**src/sv/bpfa_pkg.sv**
```systemverilog
// Shared types and constants of the bitmap page frame allocator.
`default_nettype none

package bpfa_pkg;

    localparam int ADDR_W  = 48;  // physical byte address
    localparam int COUNT_W = 11;  // page_count register
    localparam int WORD_W  = 32;  // bitmap word, one bit per page
    localparam int WBIT_W  = 5;   // bit position within a bitmap word

    // Configuration register indexes
    typedef enum logic [0:0] {
        CFG_REGION_BASE = 1'b0,
        CFG_PAGE_COUNT  = 1'b1
    } cfg_index_t;

    // Result status codes
    typedef enum logic [1:0] {
        ST_OK      = 2'd0,
        ST_OOM     = 2'd1,
        ST_BADADDR = 2'd2
    } status_t;

    // Request kinds
    typedef enum logic [0:0] {
        REQ_ALLOC = 1'b0,
        REQ_FREE  = 1'b1
    } req_t;

    // Controller to datapath commands
    typedef struct packed {
        logic    clr_start;   // restart the bitmap clearing sweep
        logic    clr_run;     // write one bitmap word of the sweep
        logic    load_req;    // capture the input beat, reset the result
        logic    scan_start;  // rewind the first-fit scan
        logic    scan_run;    // read one word, check the previous one
        logic    a_mul;       // page index times page size
        logic    a_add;       // add region base
        logic    f_sub;       // offset of the free address from the base
        logic    div_start;   // multiply the offset by the page size reciprocal
        logic    div_run;     // take the page index from the product
        logic    f_rd;        // read the word of the page being freed
        logic    f_wr;        // write it back with the page bit cleared
        logic    set_status;  // overwrite the pending status
        status_t status;
        logic    out_load;    // move the result into the output register
    } cmd_t;

    // Datapath to controller status
    typedef struct packed {
        logic pc_write;   // page_count is being written
        logic clr_last;   // sweep is at its last word
        logic scan_hit;   // free page found in the checked word
        logic scan_miss;  // no free page left among the managed ones
        logic bad_addr;   // free address outside the region
        logic div_last;   // page index ready
        logic out_free;   // output register can take a result
    } sts_t;

endpackage

`default_nettype wire

```
**src/sv/bpfa_dp.sv**
```systemverilog
// Datapath of the bitmap page frame allocator: registers, bitmap memory, divider, output stage.
`default_nettype none

module bpfa_dp #(
    parameter int MAX_PAGES  = 1024,
    parameter int PAGE_BYTES = 4096
) (
    input  wire logic                        aclk,
    input  wire logic                        aresetn,
    input  wire bpfa_pkg::cmd_t              cmd,
    output bpfa_pkg::sts_t                   sts,
    input  wire logic [bpfa_pkg::ADDR_W-1:0] s_tdata,
    input  wire logic                        cfg_valid,
    input  wire logic                        cfg_ready,
    input  wire logic                        cfg_index,
    input  wire logic [bpfa_pkg::ADDR_W-1:0] cfg_data,
    output logic                             m_tvalid,
    input  wire logic                        m_tready,
    output logic [bpfa_pkg::ADDR_W-1:0]      m_tdata,
    output logic [1:0]                       m_tuser
);

    localparam int AW        = bpfa_pkg::ADDR_W;
    localparam int WW        = bpfa_pkg::WORD_W;
    localparam int BW        = bpfa_pkg::WBIT_W;
    localparam int CW        = bpfa_pkg::COUNT_W;
    localparam int NUM_WORDS = (MAX_PAGES + WW - 1) / WW;
    localparam int WA_W      = (NUM_WORDS > 1) ? $clog2(NUM_WORDS) : 1;
    localparam int PI_W      = WA_W + BW;
    localparam int NW        = $clog2(MAX_PAGES + 1);
    localparam int SAT_W     = (CW > NW) ? CW : NW;
    localparam int PB_W      = $clog2(PAGE_BYTES + 1);
    localparam int LIM_W     = NW + PB_W;
    localparam int PROD_W    = PI_W + PB_W;
    localparam int SH        = LIM_W + PB_W;
    localparam int QP_W      = SH + PI_W;
    localparam logic [63:0] RECIP =
        ((64'd1 << SH) + 64'(PAGE_BYTES) - 64'd1) / 64'(PAGE_BYTES);

    // configuration
    logic [AW-1:0]    base_reg;
    logic [NW-1:0]    n_reg;
    logic [NW-1:0]    n_next;
    logic [LIM_W-1:0] limit_reg;
    logic [SAT_W-1:0] pc_ext;
    logic             cfg_wr;

    // bitmap memory and its ports
    logic [WW-1:0]    bitmap_mem [NUM_WORDS];
    logic [WW-1:0]    rd_data_reg;
    logic             wen;
    logic [WA_W-1:0]  waddr;
    logic [WW-1:0]    wdata;
    logic             ren;
    logic [WA_W-1:0]  raddr;

    // sweep and scan
    logic [WA_W-1:0]  clr_ptr_reg;
    logic [WA_W-1:0]  rd_ptr_reg;
    logic [WA_W-1:0]  chk_word_reg;
    logic             chk_valid_reg;
    logic             n_zero;
    logic [NW-1:0]    nm1;
    logic [WA_W-1:0]  last_word;
    logic [BW-1:0]    tail;
    logic [WW-1:0]    tail_mask;
    logic [WW-1:0]    free_bits;
    logic             any_free;
    logic [BW-1:0]    hit_bit;
    logic             hit_wr;

    // allocate address
    logic [PI_W-1:0]   idx_reg;
    logic [PROD_W-1:0] prod_reg;

    // free path
    logic [AW-1:0]     addr_reg;
    logic [AW:0]       diff_reg;
    logic [QP_W-1:0]   recip_prod_reg;
    logic [PI_W-1:0]   q_reg;
    logic [WA_W-1:0]   f_word;
    logic [BW-1:0]     f_bit;

    // result and output stage
    bpfa_pkg::status_t res_status_reg;
    logic [AW-1:0]     res_addr_reg;
    logic              m_tvalid_reg;
    logic              m_tvalid_next;
    bpfa_pkg::status_t m_status_reg;
    logic [AW-1:0]     m_addr_reg;

    // ---------------- configuration ----------------
    assign cfg_wr = cfg_valid && cfg_ready;
    assign pc_ext = SAT_W'(cfg_data[CW-1:0]);
    assign n_next = (pc_ext > SAT_W'(MAX_PAGES)) ? NW'(MAX_PAGES) : NW'(pc_ext);

    always_ff @(posedge aclk) begin
        if (!aresetn) begin
            base_reg  <= '0;
            n_reg     <= '0;
            limit_reg <= '0;
        end else begin
            if (cfg_wr && cfg_index == bpfa_pkg::CFG_REGION_BASE) begin
                base_reg <= cfg_data;
            end
            if (cfg_wr && cfg_index == bpfa_pkg::CFG_PAGE_COUNT) begin
                n_reg <= n_next;
            end
            limit_reg <= LIM_W'(n_reg) * LIM_W'(PAGE_BYTES);
        end
    end

    // ---------------- scan checks ----------------
    assign n_zero    = (n_reg == '0);
    assign nm1       = n_reg - NW'(1);
    assign last_word = WA_W'(nm1 >> BW);
    assign tail      = BW'(n_reg);
    assign tail_mask = (tail == '0) ? {WW{1'b1}} : ((WW'(1) << tail) - WW'(1));
    assign free_bits = ~rd_data_reg & ((chk_word_reg == last_word) ? tail_mask : {WW{1'b1}});
    assign any_free  = |free_bits;

    always_comb begin
        hit_bit = '0;
        for (int b = WW - 1; b >= 0; b--) begin
            if (free_bits[b]) begin
                hit_bit = BW'(b);
            end
        end
    end

    assign hit_wr = cmd.scan_run && sts.scan_hit;
    assign f_word = q_reg[PI_W-1:BW];
    assign f_bit  = q_reg[BW-1:0];

    // ---------------- memory ports ----------------
    always_comb begin
        wen   = 1'b0;
        waddr = clr_ptr_reg;
        wdata = '0;
        if (cmd.clr_run) begin
            // the bitmap itself fits in page zero whenever any page is managed
            wen   = 1'b1;
            waddr = clr_ptr_reg;
            wdata = (clr_ptr_reg == '0) ? {{(WW-1){1'b0}}, ~n_zero} : '0;
        end else if (hit_wr) begin
            wen   = 1'b1;
            waddr = chk_word_reg;
            wdata = rd_data_reg | (WW'(1) << hit_bit);
        end else if (cmd.f_wr) begin
            wen   = 1'b1;
            waddr = f_word;
            wdata = rd_data_reg & ~(WW'(1) << f_bit);
        end
    end

    assign ren   = cmd.scan_run || cmd.f_rd;
    assign raddr = cmd.scan_run ? rd_ptr_reg : f_word;

    always_ff @(posedge aclk) begin
        if (wen) begin
            bitmap_mem[waddr] <= wdata;
        end
    end

    always_ff @(posedge aclk) begin
        if (ren) begin
            rd_data_reg <= bitmap_mem[raddr];
        end
    end

    // ---------------- sweep and scan pointers ----------------
    always_ff @(posedge aclk) begin
        if (!aresetn) begin
            clr_ptr_reg   <= '0;
            rd_ptr_reg    <= '0;
            chk_valid_reg <= 1'b0;
        end else begin
            if (cmd.clr_start) begin
                clr_ptr_reg <= '0;
            end else if (cmd.clr_run && !sts.clr_last) begin
                clr_ptr_reg <= clr_ptr_reg + WA_W'(1);
            end
            if (cmd.scan_start) begin
                rd_ptr_reg    <= '0;
                chk_valid_reg <= 1'b0;
            end else if (cmd.scan_run) begin
                chk_valid_reg <= 1'b1;
                if (rd_ptr_reg != last_word) begin
                    rd_ptr_reg <= rd_ptr_reg + WA_W'(1);
                end
            end
        end
    end

    always_ff @(posedge aclk) begin
        if (cmd.scan_run) begin
            chk_word_reg <= rd_ptr_reg;
        end
        if (hit_wr) begin
            idx_reg <= {chk_word_reg, hit_bit};
        end
        if (cmd.a_mul) begin
            prod_reg <= PROD_W'(idx_reg) * PROD_W'(PAGE_BYTES);
        end
    end

    // ---------------- free path: offset, bound, page index ----------------
    always_ff @(posedge aclk) begin
        if (cmd.load_req) begin
            addr_reg <= s_tdata;
        end
        if (cmd.f_sub) begin
            diff_reg <= {1'b0, addr_reg} - {1'b0, base_reg};
        end
    end

    // the offset lies below the region size here, so the rounded-up reciprocal
    // gives the exact truncated quotient
    always_ff @(posedge aclk) begin
        if (cmd.div_start) begin
            recip_prod_reg <= QP_W'(diff_reg[LIM_W-1:0]) * QP_W'(RECIP);
        end
        if (cmd.div_run) begin
            q_reg <= recip_prod_reg[SH +: PI_W];
        end
    end

    // ---------------- pending result ----------------
    always_ff @(posedge aclk) begin
        if (cmd.load_req) begin
            res_status_reg <= bpfa_pkg::ST_OK;
            res_addr_reg   <= '0;
        end else begin
            if (cmd.set_status) begin
                res_status_reg <= cmd.status;
            end
            if (cmd.a_add) begin
                res_addr_reg <= base_reg + AW'(prod_reg);
            end
        end
    end

    // ---------------- output register ----------------
    always_comb begin
        m_tvalid_next = m_tvalid_reg;
        if (cmd.out_load) begin
            m_tvalid_next = 1'b1;
        end else if (m_tready) begin
            m_tvalid_next = 1'b0;
        end
    end

    always_ff @(posedge aclk) begin
        if (!aresetn) begin
            m_tvalid_reg <= 1'b0;
        end else begin
            m_tvalid_reg <= m_tvalid_next;
        end
    end

    always_ff @(posedge aclk) begin
        if (cmd.out_load) begin
            m_status_reg <= res_status_reg;
            m_addr_reg   <= res_addr_reg;
        end
    end

    assign m_tvalid = m_tvalid_reg;
    assign m_tdata  = m_addr_reg;
    assign m_tuser  = m_status_reg;

    // ---------------- status ----------------
    assign sts.pc_write  = cfg_wr && cfg_index == bpfa_pkg::CFG_PAGE_COUNT;
    assign sts.clr_last  = (clr_ptr_reg == WA_W'(NUM_WORDS - 1));
    assign sts.scan_hit  = !n_zero && chk_valid_reg && any_free;
    assign sts.scan_miss = n_zero || (chk_valid_reg && !any_free && chk_word_reg == last_word);
    assign sts.bad_addr  = diff_reg[AW] || (diff_reg[AW-1:0] >= AW'(limit_reg));
    assign sts.div_last  = 1'b1;
    assign sts.out_free  = !m_tvalid_reg || m_tready;

    // ---------------- assertions ----------------
    a_hit_managed: assert property (@(posedge aclk) disable iff (!aresetn)
        hit_wr |-> ({chk_word_reg, hit_bit} < n_reg))
        else $error("allocated page lies beyond the managed pages");

    a_hit_miss_excl: assert property (@(posedge aclk) disable iff (!aresetn)
        cmd.scan_run |-> !(sts.scan_hit && sts.scan_miss))
        else $error("scan reports a hit and a miss together");

    a_free_index: assert property (@(posedge aclk) disable iff (!aresetn)
        cmd.f_rd |-> (q_reg < n_reg))
        else $error("freed page index beyond the managed pages");

    a_no_overwrite: assert property (@(posedge aclk) disable iff (!aresetn)
        (m_tvalid_reg && !m_tready) |-> !cmd.out_load)
        else $error("result loaded over a stalled beat");

endmodule

`default_nettype wire

```
**src/sv/bpfa_ctrl.sv**
```systemverilog
// Controller state machine of the bitmap page frame allocator.
`default_nettype none

module bpfa_ctrl (
    input  wire logic           aclk,
    input  wire logic           aresetn,
    input  wire logic           s_tvalid,
    output logic                s_tready,
    input  wire logic           s_tuser,
    input  wire bpfa_pkg::sts_t sts,
    output bpfa_pkg::cmd_t      cmd
);

    typedef enum logic [10:0] {
        S_CLEAR = 11'b00000000001,
        S_IDLE  = 11'b00000000010,
        S_SCAN  = 11'b00000000100,
        S_AMUL  = 11'b00000001000,
        S_AADD  = 11'b00000010000,
        S_FSUB  = 11'b00000100000,
        S_FCMP  = 11'b00001000000,
        S_FDIV  = 11'b00010000000,
        S_FRD   = 11'b00100000000,
        S_FWR   = 11'b01000000000,
        S_OUT   = 11'b10000000000
    } state_t;

    state_t state_reg;
    state_t state_next;
    logic   accept;

    assign s_tready = (state_reg == S_IDLE);
    assign accept   = s_tvalid && s_tready;

    always_comb begin
        state_next = state_reg;
        cmd        = '0;
        cmd.status = bpfa_pkg::ST_OK;
        if (sts.pc_write) begin
            // a new page count restarts the sweep from the first word
            state_next    = S_CLEAR;
            cmd.clr_start = 1'b1;
        end else begin
            case (state_reg)
                S_CLEAR: begin
                    cmd.clr_run = 1'b1;
                    if (sts.clr_last) begin
                        state_next = S_IDLE;
                    end
                end
                S_IDLE: begin
                    if (accept) begin
                        cmd.load_req = 1'b1;
                        if (s_tuser == bpfa_pkg::REQ_ALLOC) begin
                            cmd.scan_start = 1'b1;
                            state_next     = S_SCAN;
                        end else begin
                            state_next = S_FSUB;
                        end
                    end
                end
                S_SCAN: begin
                    cmd.scan_run = 1'b1;
                    if (sts.scan_miss) begin
                        cmd.set_status = 1'b1;
                        cmd.status     = bpfa_pkg::ST_OOM;
                        state_next     = S_OUT;
                    end else if (sts.scan_hit) begin
                        state_next = S_AMUL;
                    end
                end
                S_AMUL: begin
                    cmd.a_mul  = 1'b1;
                    state_next = S_AADD;
                end
                S_AADD: begin
                    cmd.a_add  = 1'b1;
                    state_next = S_OUT;
                end
                S_FSUB: begin
                    cmd.f_sub  = 1'b1;
                    state_next = S_FCMP;
                end
                S_FCMP: begin
                    if (sts.bad_addr) begin
                        cmd.set_status = 1'b1;
                        cmd.status     = bpfa_pkg::ST_BADADDR;
                        state_next     = S_OUT;
                    end else begin
                        cmd.div_start = 1'b1;
                        state_next    = S_FDIV;
                    end
                end
                S_FDIV: begin
                    cmd.div_run = 1'b1;
                    if (sts.div_last) begin
                        state_next = S_FRD;
                    end
                end
                S_FRD: begin
                    cmd.f_rd   = 1'b1;
                    state_next = S_FWR;
                end
                S_FWR: begin
                    cmd.f_wr   = 1'b1;
                    state_next = S_OUT;
                end
                S_OUT: begin
                    if (sts.out_free) begin
                        cmd.out_load = 1'b1;
                        state_next   = S_IDLE;
                    end
                end
                default: begin
                    state_next = S_IDLE;
                end
            endcase
        end
    end

    always_ff @(posedge aclk) begin
        if (!aresetn) begin
            state_reg <= S_CLEAR;
        end else begin
            state_reg <= state_next;
        end
    end

endmodule

`default_nettype wire

```
**src/sv/bitmap_page_frame_allocator_top.sv**
```systemverilog
// Top level of the first-fit bitmap page frame allocator.
// Allocate: first-fit scan, then page index times page size plus region base; the scan
//   reads one 32-bit bitmap word a cycle through the single memory read port.
// Free: offset from the base and range check; inside the region one reciprocal multiply gives the index.
// One request is in flight at a time; the next beat is taken the cycle after the result enters
//   the output register.
// Reset (aresetn, synchronous, active low) clears base and page count, then sweeps the bitmap
//   one word a cycle; a page_count write repeats that sweep.
`default_nettype none

module bitmap_page_frame_allocator_top #(
    parameter int MAX_PAGES  = 1024,
    parameter int PAGE_BYTES = 4096
) (
    input  wire logic        aclk,
    input  wire logic        aresetn,
    // request channel
    input  wire logic        s_tvalid,
    output logic             s_tready,
    input  wire logic [47:0] s_tdata,   // [47:0] free_address
    input  wire logic        s_tuser,   // [0] req_type
    // result channel
    output logic             m_tvalid,
    input  wire logic        m_tready,
    output logic [47:0]      m_tdata,   // [47:0] page_address
    output logic [1:0]       m_tuser,   // [1:0] status
    // configuration write channel
    input  wire logic        cfg_valid,
    output logic             cfg_ready,
    input  wire logic        cfg_index,  // 0 region_base, 1 page_count
    input  wire logic [47:0] cfg_data
);

    bpfa_pkg::cmd_t cmd;
    bpfa_pkg::sts_t sts;

    // Registers are always writable; writes are expected only while no request is in flight
    assign cfg_ready = 1'b1;

    // Sequencer: clearing sweep, first-fit scan, address build, range check, divide and bitmap update
    bpfa_ctrl u_ctrl (
        .aclk     (aclk),
        .aresetn  (aresetn),
        .s_tvalid (s_tvalid),
        .s_tready (s_tready),
        .s_tuser  (s_tuser),
        .sts      (sts),
        .cmd      (cmd)
    );

    // Bitmap memory, configuration registers, arithmetic and the output register
    bpfa_dp #(
        .MAX_PAGES  (MAX_PAGES),
        .PAGE_BYTES (PAGE_BYTES)
    ) u_dp (
        .aclk      (aclk),
        .aresetn   (aresetn),
        .cmd       (cmd),
        .sts       (sts),
        .s_tdata   (s_tdata),
        .cfg_valid (cfg_valid),
        .cfg_ready (cfg_ready),
        .cfg_index (cfg_index),
        .cfg_data  (cfg_data),
        .m_tvalid  (m_tvalid),
        .m_tready  (m_tready),
        .m_tdata   (m_tdata),
        .m_tuser   (m_tuser)
    );

endmodule

`default_nettype wire

```
**config.mk**
```make
export PLATFORM = sky130hd
export DESIGN_NAME = bitmap_page_frame_allocator_top
export DESIGN_NICKNAME = d
export VERILOG_FILES = /design/src/sv/bpfa_pkg.sv /design/src/sv/bpfa_dp.sv /design/src/sv/bpfa_ctrl.sv /design/src/sv/bitmap_page_frame_allocator_top.sv
export SDC_FILE = /design/constraint.sdc
export NUM_CORES = 2
export LEC_CHECK = 0
export ABC_AREA = 1
export BUFFER_PORTS_ARGS = -buffer_cell sky130_fd_sc_hd__buf_4
export CORE_MARGIN = 2
export CORE_UTILIZATION = 50
export CTS_CLUSTER_SIZE = 30
export DETAILED_ROUTE_END_ITERATION = 8
export PLACE_DENSITY = 0.64
export SYNTH_ARGS = -nofsm -noshare
export SYNTH_HDL_FRONTEND = slang
export SYNTH_SLANG_ARGS = --single-unit
export TNS_END_PERCENT = 50
```
**constraint.sdc**
```tcl
create_clock -name aclk -period 7 [get_ports aclk]
set_input_delay 0 -clock aclk [delete_from_list [all_inputs] [get_ports aclk]]
set_output_delay 0 -clock aclk [all_outputs]
set_load 0.05 [all_outputs]
```
==> flow_summary.ini <==
[worst_setup_path]
crit_path_max_fanout = 23
critPathLaunchType = flop
slowest_delay_ns = 0.78
path_class = flop to flop
crit_chain = nor2_2, inv_2, nor2_1, nor2_1, nand4_1, a2111oi_0, o21bai_1, nand2_1, nor3_1, nand2_1, nor4_2, nand3_1, nand2_1, nor3_1, buf_4, inv_2, nand3b_1, inv_1, nor2_1, nand2_1, buf_4, nor2_4, buf_4
required_ns = 7.38
cpLargestDelayFamily = simple AND/OR/NAND/NOR gates
crit_buf_inv = 6
cp-end-kind = flop
crit_slowest_cell = a2111oi_0
path_depth = 23
cp_common_cell = nand2_1
worst-r2r-cell-count = 23
crit_arrival_ns = 6.40

[logic_synthesis]
ys_seq_elements = 1391
ys_types = 70
yosysTopAreaCell = edfxtp_1
synth_cells = 4738
ys_dominant_reg_cell = edfxtp_1
synthArstFlopShare = 0
netlist.area_leader.share = 0.646
synth_seq_area_share = 0.695
netlist_area_um2 = 58000
mappedNetlistNets = 4917
yosysWarnings = 0
avgSynthCellArea_um2 = 12.2
synth_area_leaders = edfxtp_1, o21ai_0, dfxtp_1, nor2_1, o221ai_1
synth_edf_count = 1248

[sta]
period_minus_slack_ns = 6.02
worst_slew_pin_slew_ns = 1.37
hold_violations = 0
rsz0062_at_grt = false
skew_ns = 0.0368
layout_setup_ws_ns = 0.982
fmax_mhz = 166
post-route-period-util = 0.860
slew_headroom = 0.0838
setup_violations = 0
maxSlewViolCount = 0
fin_setup_tns_ns = 0
whs_ns = 0.0265

[grt]
grt_pass1_wl_mm = 252
grt_use_met3 = 0.0455
grt.overflow.total = 0
grt_max_degree = 186
antenna_found_initial = 5
busiest_layer = met2
track_usage = 0.287
use_met2 = 0.456
grt_pass1_vias = 38800
met1_usage = 0.404

[layout]
drive_above_1_share = 0.119
fillers = 8877
final_common_cell = edfxtp_1
multiInputGateArea_um2 = 15900
final_area_um2 = 68000
largest_register_ff_count = 1024
seqCellArea_um2 = 40300
area_growth_pct = 17.3
layout_common_cells = edfxtp_1, nor2_1, o21ai_0
fin_nets = 5251

[floorplan]
core-area_um2 = 115000
die-width_um = 345
io_pins = 156
start_util = 0.506
die_y_um = 345
die_area_um2 = 119000
rows = 124

[cts]
ctsResizeCount = 0
tritoncts = built
htree_levels = 4
cts-root-buf = clkbuf_16
cts.reportedPaths.clkPinSlew_ns = 0.06
numCtsBuffers = 144
cts_sinks = 1391
clk_path_buf_depth = 3
clock_latency_ns = 0.78

[hold_path]
min_path_cells = 2
worstHoldPathType = input pin to flop

[detailed_routing]
ant_nets = 0
via_per_inst = 6.12
route.detailed.drc = 0
routed_wl_mm = 172
vias = 41000
drt-pass1-iter-count = 6
drtIter0Drc = 5206
wl_per_cell_um = 25.8

[placed_design]
routabilityCongestion = 0.922
dpl.hpwl_mm = 96.5
io_buffers = 154
dp_slack_ns = 1.14
place_area_um2 = 61600

[power]
power.density_nw_per_um2 = 273
power_uw = 18600
peakVddDrop_mv = 0.283
p_leak_uw = 0.0237

[flow_run]
maxCapViolCount = 0

[run_status]
status = finished, final reports clean
## layout make-up
class                           count  share of cell area
Tap cell                         1512              0.0278
Inverter                          288              0.0162
Clock inverter                     65             0.00960
Multi-Input combinational cell   2785               0.234
Timing Repair Buffer              462              0.0628
Antenna cell                        2           0.0000736
Clock buffer                      188              0.0562
Sequential cell                  1391               0.593
## where the power goes
part | leakage, uW | internal [uW] | switching, uW
combinational | 0.00871 | 500 | 1040
clock | 0.00217 | 4230 | 3190
sequential | 0.0128 | 9450 | 150
total | 0.0237 | 14200 | 4380
## cells by family after synthesis
kind of cell,after synthesis,synth area share
and+or+nand+nor,1266,0.0944
buffers and inverters,562,0.0374
other,1,0.0000647
xor gates and xnor gates,86,0.0130
DFF,1391,0.695
AOI/OAI and AO/OA,1356,0.143
adders and majority gates,76,0.0167
## worst paths after layout
kind	end	slack, ns	start
max reg2reg	u_dp.bitmap_mem[0][2]$_DFFE_PP_	0.98	u_dp.n_reg[3]$_SDFFE_PN0P_
max	u_dp.bitmap_mem[0][2]$_DFFE_PP_	0.98	u_dp.n_reg[3]$_SDFFE_PN0P_
min reg2reg	u_dp.m_tdata[37]$_DFFE_PP_	0.42	u_dp.res_addr_reg[37]$_SDFFE_PP0P_
min	u_dp.addr_reg[20]$_DFFE_PP_	0.03	s_tdata[20]
## per-stage QoR
stage / utilization / cells
3_3_place_gp: 0.537 / 6242
3_5_place_dp: 0.537 / 6242
5_1_grt: 0.593 / 6693
6_report: 0.593 / 6693
4_1_cts: 0.593 / 6691
2_1_floorplan: - / 4738
## cell usage after synthesis, drive strengths merged (21+ instances only)
| library cell | count |
|---|---|
| ha | 74 |
| nand3 | 150 |
| o221ai | 211 |
| a31oi | 62 |
| or2 | 23 |
| xnor2 | 21 |
| o22ai | 54 |
| clkbuf | 255 |
| o21ai | 674 |
| nor2 | 710 |
| edfxtp | 1248 |
| a21oi | 180 |
| nand2 | 266 |
| xor2 | 65 |
| o211ai | 87 |
| inv | 281 |
| nor4 | 21 |
| dfxtp | 143 |
| nand4 | 44 |
| nor3 | 45 |
## per-layer routing
metal | vias up | part of all wire | wire, um
li1 | 18300 | - | -
met1 | 20200 | 0.41 | 71200
met2 | 2113 | 0.47 | 80600
met3 | 350 | 0.087 | 15000
met4 | 2 | 0.033 | 5640
met5 | - | 0.000075 | 13
## what timing repair did
item                                    4_1_cts  5_1_grt
hold buffers                                196        0
endpoints found under the setup margin        0        0
buffers inserted                              0        0
hold endpoints to repair                    167        0
Note: power is estimated with default switching activity, not from simulation.
